`src/hw/rtl/cae_pkg.sv`:
```
package cae_pkg;

	localparam int POS_W      = 32;
	localparam int REG_W      = 16;
	localparam int IDX_W      = 11;
	localparam int CFG_IDX_W  = 3;
	localparam int COEF_FRAC  = 8;
	localparam int STEP_FRAC  = 16;
	localparam int BR_W       = 48;

	typedef enum logic [CFG_IDX_W-1:0] {
		REG_COEF_A    = 3'd0,
		REG_COEF_B    = 3'd1,
		REG_COEF_C    = 3'd2,
		REG_STEP_SIZE = 3'd3,
		REG_X_SCALE   = 3'd4,
		REG_Y_SCALE   = 3'd5,
		REG_X_MIN     = 3'd6,
		REG_Y_MIN     = 3'd7
	} cfg_idx_t;

	typedef enum logic [2:0] {
		MS_HOLD = 3'd0,
		MS_BR1  = 3'd1,
		MS_BR2  = 3'd2,
		MS_BR3  = 3'd3,
		MS_HX   = 3'd4,
		MS_HY   = 3'd5,
		MS_HZ   = 3'd6,
		MS_PIX  = 3'd7
	} mul_sel_t;

	typedef enum logic [2:0] {
		US_NONE = 3'd0,
		US_BR2  = 3'd1,
		US_BR3  = 3'd2,
		US_BR4  = 3'd3,
		US_X    = 3'd4,
		US_Y    = 3'd5,
		US_Z    = 3'd6
	} upd_sel_t;

	typedef struct packed {
		logic     load_point;
		mul_sel_t mul_sel;
		upd_sel_t upd_sel;
		logic     out_load;
	} dp_cmd_t;

endpackage

```
`src/hw/rtl/cae_ctrl.sv`:
```
module cae_ctrl import cae_pkg::*; (
	input  logic    clk,
	input  logic    arst_n,
	input  logic    req_valid,
	output logic    req_ready,
	input  logic    cmd,
	output logic    rsp_valid,
	input  logic    rsp_ready,
	output dp_cmd_t dp_cmd
);

	typedef enum logic [9:0] {
		ST_IDLE = 10'b00_0000_0001,
		ST_BR1  = 10'b00_0000_0010,
		ST_BR2  = 10'b00_0000_0100,
		ST_BR3  = 10'b00_0000_1000,
		ST_BR4  = 10'b00_0001_0000,
		ST_UX   = 10'b00_0010_0000,
		ST_UY   = 10'b00_0100_0000,
		ST_UZ   = 10'b00_1000_0000,
		ST_PIX  = 10'b01_0000_0000,
		ST_DONE = 10'b10_0000_0000
	} state_t;

	state_t state_q, state_d;
	logic   rsp_valid_q;

	assign req_ready = (state_q == ST_IDLE);
	assign rsp_valid = rsp_valid_q;

	always_comb begin
		state_d = state_q;
		dp_cmd  = '{load_point: 1'b0, mul_sel: MS_HOLD, upd_sel: US_NONE, out_load: 1'b0};
		unique case (state_q)
			ST_IDLE: begin
				if (req_valid) begin
					if (cmd) begin
						dp_cmd.load_point = 1'b1;
						state_d = ST_PIX;
					end else begin
						state_d = ST_BR1;
					end
				end
			end
			ST_BR1: begin
				dp_cmd.mul_sel = MS_BR1;
				state_d = ST_BR2;
			end
			ST_BR2: begin
				dp_cmd.mul_sel = MS_BR2;
				dp_cmd.upd_sel = US_BR2;
				state_d = ST_BR3;
			end
			ST_BR3: begin
				dp_cmd.mul_sel = MS_BR3;
				dp_cmd.upd_sel = US_BR3;
				state_d = ST_BR4;
			end
			ST_BR4: begin
				dp_cmd.mul_sel = MS_HX;
				dp_cmd.upd_sel = US_BR4;
				state_d = ST_UX;
			end
			ST_UX: begin
				dp_cmd.mul_sel = MS_HY;
				dp_cmd.upd_sel = US_X;
				state_d = ST_UY;
			end
			ST_UY: begin
				dp_cmd.mul_sel = MS_HZ;
				dp_cmd.upd_sel = US_Y;
				state_d = ST_UZ;
			end
			ST_UZ: begin
				dp_cmd.upd_sel = US_Z;
				state_d = ST_PIX;
			end
			ST_PIX: begin
				dp_cmd.mul_sel = MS_PIX;
				state_d = ST_DONE;
			end
			ST_DONE: begin
				if (!rsp_valid_q || rsp_ready) begin
					dp_cmd.out_load = 1'b1;
					state_d = ST_IDLE;
				end
			end
			default: state_d = ST_IDLE;
		endcase
	end

	always_ff @(posedge clk or negedge arst_n) begin
		if (!arst_n) begin
			state_q     <= ST_IDLE;
			rsp_valid_q <= 1'b0;
		end else begin
			state_q <= state_d;
			if (dp_cmd.out_load) begin
				rsp_valid_q <= 1'b1;
			end else if (rsp_ready) begin
				rsp_valid_q <= 1'b0;
			end
		end
	end

	a_busy_after_accept: assert property (@(posedge clk) disable iff (!arst_n)
		(req_valid && req_ready) |=> (state_q != ST_IDLE))
		else $error("Sequencer stayed idle after taking an item.");

	a_load_into_free_slot: assert property (@(posedge clk) disable iff (!arst_n)
		dp_cmd.out_load |-> (!rsp_valid_q || rsp_ready))
		else $error("Result register overwritten before it was taken.");

	a_stall_holds: assert property (@(posedge clk) disable iff (!arst_n)
		(state_q == ST_DONE && rsp_valid_q && !rsp_ready)
		|=> (state_q == ST_DONE && rsp_valid_q))
		else $error("Finished result not held while the output stalls.");

endmodule

```
`config.mk`:
```
export PLATFORM = sky130hd
export DESIGN_NAME = cae_ctrl
export DESIGN_NICKNAME = d
export VERILOG_FILES = /design/src/hw/rtl/cae_pkg.sv /design/src/hw/rtl/cae_ctrl.sv
export SDC_FILE = /design/constraint.sdc
export NUM_CORES = 1
export LEC_CHECK = 0
export BUFFER_PORTS_ARGS = -buffer_cell sky130_fd_sc_hd__buf_2
export CAP_MARGIN = 20
export CELL_PAD_IN_SITES_DETAIL_PLACEMENT = 0
export CELL_PAD_IN_SITES_GLOBAL_PLACEMENT = 2
export CORE_UTILIZATION = 30
export DETAILED_ROUTE_END_ITERATION = 10
export GPL_ROUTABILITY_DRIVEN = 0
export PLACE_DENSITY = 0.75
export SLEW_MARGIN = 5
export SYNTH_ARGS = -nofsm -noshare
export SYNTH_HDL_FRONTEND = slang
export SYNTH_SLANG_ARGS = --single-unit
```
`constraint.sdc`:
```
create_clock -name clk -period 2.3 [get_ports clk]
set_clock_uncertainty 0.05 [all_clocks]
set_input_delay 0.115 -clock clk [delete_from_list [all_inputs] [get_ports clk]]
set_output_delay 0.115 -clock clk [all_outputs]
set_load 0.02 [all_outputs]
```
==> impl_metrics.env <==
export IMPL_status="complete, but fails checks"
export IMPL_violations="setup timing"
export IMPL_num_rows=16
export IMPL_synth_fa_ha_area_frac=0
export IMPL_netlist_area_leader_share=0.401
export IMPL_synth_top_family_by_area="simple AND/OR/NAND/NOR gates"
export IMPL_finish_net_count=100
export IMPL_async_flop_share=1.00
export IMPL_r2r_cells=4
export IMPL_critPathKind="flip-flop to primary output"
export IMPL_yosys_area_share_simple=0.407
export IMPL_place_area_um2=739
export IMPL_dieArea_um2=2270
export IMPL_drc=0
export IMPL_cts_tree="done"
export IMPL_ys_warn_count=0
export IMPL_pre_cts_ws_ps=163
export IMPL_start_kind="flip-flop"
export IMPL_start_util=0.318
export IMPL_ys_types=25
export IMPL_drive_gt1_frac=0.489
export IMPL_static_leakage_power_uw=0.000491
export IMPL_clkTransAtPathRegs_ps=80
export IMPL_synth_area_leaders="dfrtp_1, or4_1, or4_4"
export IMPL_finalCritPeriodShare=1.01
export IMPL_final_antenna_net_count=0
export IMPL_wl_per_cell_um=14.5
export IMPL_power_density_nw_per_um2=1020
export IMPL_num_antenna_cells=0
export IMPL_synthCells=68
export IMPL_tightest_slew_ps=376
export IMPL_drt_iter0_drc=15
export IMPL_cts_sinks=11
export IMPL_syn_to_final_growth_pct=47.9
export IMPL_grt_start_max_net_pins=12
export IMPL_tns_ps=-23.7
export IMPL_ir_worst_vdd_mv=0.544
export IMPL_grt_pass1_wl_um=2660
export IMPL_muxShareOfSynthArea=0
export IMPL_crit_fanout=7
export IMPL_first_pass_iters=4
export IMPL_ys_seq_elements=11
export IMPL_finalHoldViolCount=0
export IMPL_stdcell_area_um2=923
export IMPL_viasPerCell=5.24
export IMPL_grt_pass1_vias=557
export IMPL_vias=634
export IMPL_ios=15
export IMPL_relSlewSlack=0.747
export IMPL_fp_dieH_um=47.6
export IMPL_yosysMostFrequentCell="dfrtp_1"
export IMPL_slew_viol_final=0
export IMPL_crit_path_end_kind="primary output"
export IMPL_root_buffer="clkbuf_4"
export IMPL_finalPower_uw=946
export IMPL_min_path_type="primary input to flip-flop"
export IMPL_die_w_um=47.6
export IMPL_crit_required_ps=2130
export IMPL_fin_ws_ps=-12.5
export IMPL_hold_depth=3
export IMPL_clock_latency_ps=280
export IMPL_cts_path_max_buffers=2
export IMPL_synthTopCellsByCount="dfrtp_1, inv_1, nor2_1"
export IMPL_synth_compound_area_share=0.0601
export IMPL_grt_antenna_before_repair=0
export IMPL_synth_top_area_cell="dfrtp_1"
export IMPL_dp_hpwl_um=1200
export IMPL_ys_seq_area_frac=0.443
export IMPL_rsz0062_at_grt="yes"
export IMPL_grtUsageTotal=0.176
export IMPL_synth_area_um2=624
export IMPL_cap_violations=0
export IMPL_fmax_ghz=0.432
export IMPL_ys_flop_type="dfrtp_1"
export IMPL_n_fill_cell=203
export IMPL_period_minus_slack_ps=2310
export IMPL_portBuffers=14
export IMPL_worstPathArrival_ps=2150
export IMPL_synthXorXnorAreaFrac=0.0421
export IMPL_setup_viol=2
export IMPL_core_um2=1960
export IMPL_gr_total_overflow=0
export IMPL_syn_avg_cell_area_um2=9.18
export IMPL_syn_num_nets=73
export IMPL_postRouteWirelength_um=1760
export IMPL_cts_inserted_buffers=3
export IMPL_synth_edf_count=0
export IMPL_htreeDepth=1
==> worst max-delay path, stage by stage (launching register included) <==
cell and delay (ps):
dfrtp_2 450, or4_4 570, or4_4 530, and2_4 160, inv_2 50, buf_6 110
==> metrics by stage <==
| step | utilization | instances | hold WS, ps |
|---|---|---|---|
| 6_report | 0.471 | 121 | 34.3 |
| 2_1_floorplan | - | 68 | -231 |
| 3_3_place_gp | 0.377 | 110 | -45.2 |
| 5_1_grt | 0.471 | 121 | 41.4 |
| 4_1_cts | 0.404 | 116 | 41.1 |
| 3_5_place_dp | 0.377 | 110 | -46.9 |
==> final timing paths <==
check | start | slack (ps) | endpoint
worst max register to register | state_q[7] | 100 | state_q[0]
min in group asynchronous | arst_n | 180 | state_q[5]
worst min-delay path | req_valid | 30 | state_q[1]
worst max-delay path | state_q[7] | -10 | dp_cmd[1]
max in group asynchronous | arst_n | 1740 | state_q[0]
worst min register to register | state_q[1] | 450 | state_q[3]
==> repair_timing <==
| action | 4_1_cts | 5_1_grt |
|---|---|---|
| endpoints found under the setup margin | 4 | 9 |
| hold buffers | 2 | 0 |
| buffers inserted | 0 | 5 |
| pin swaps | 0 | 4 |
| resized for setup | 3 | 27 |
| endpoints found under the hold margin | 12 | 0 |
==> layout make-up <==
class                   instances  area (um2)  share of cell area
well taps                      27        33.8              0.0366
flip-flops and latches         11         283               0.306
multi-input cells              49         375               0.407
inverters                       7        26.3              0.0285
clock buffers                   4        26.3              0.0285
repair buffers                 23         179               0.194
==> routing by layer <==
layer | vias to the layer above | GRT usage | wire length [um]
met5 | - | 0 | 0
li1 | 297 | - | -
met4 | 0 | 0.0556 | 8
met1 | 314 | 0.225 | 739
met2 | 21 | 0.271 | 936
met3 | 2 | 0.0717 | 77
==> cells by family (layout without fill, tap and decap cells) <==
group                     Yosys count  after routing
and+or+nand+nor                    41             41
DFF                                11             11
buffers and inverters               8             34
AOI/OAI and AO/OA                   5              5
xor gates and xnor gates            3              3
==> power by group <==
| group | internal (uW) | switching, uW |
|---|---|---|
| clock network | 67.2 | 67.4 |
| logic | 257 | 264 |
| registers | 235 | 55.2 |
==> layout by cell type (no fill, tap or decap), drive strengths merged, types with 3 or more instances in the layout <==
| master | instances |
|---|---|
| dfrtp | 10 |
| or4 | 8 |
| clkbuf | 4 |
| buf | 21 |
| nor4 | 3 |
| nand3 | 5 |
| xor2 | 3 |
| nor2 | 7 |
| inv | 7 |
| nor4b | 3 |
| nand2 | 6 |
==> sequential cells by signal, indices dropped and copies added, names as in the netlist <==
register / flops
rsp_valid: 1
state_q: 10
Note: power is estimated with default switching activity, not from simulation.
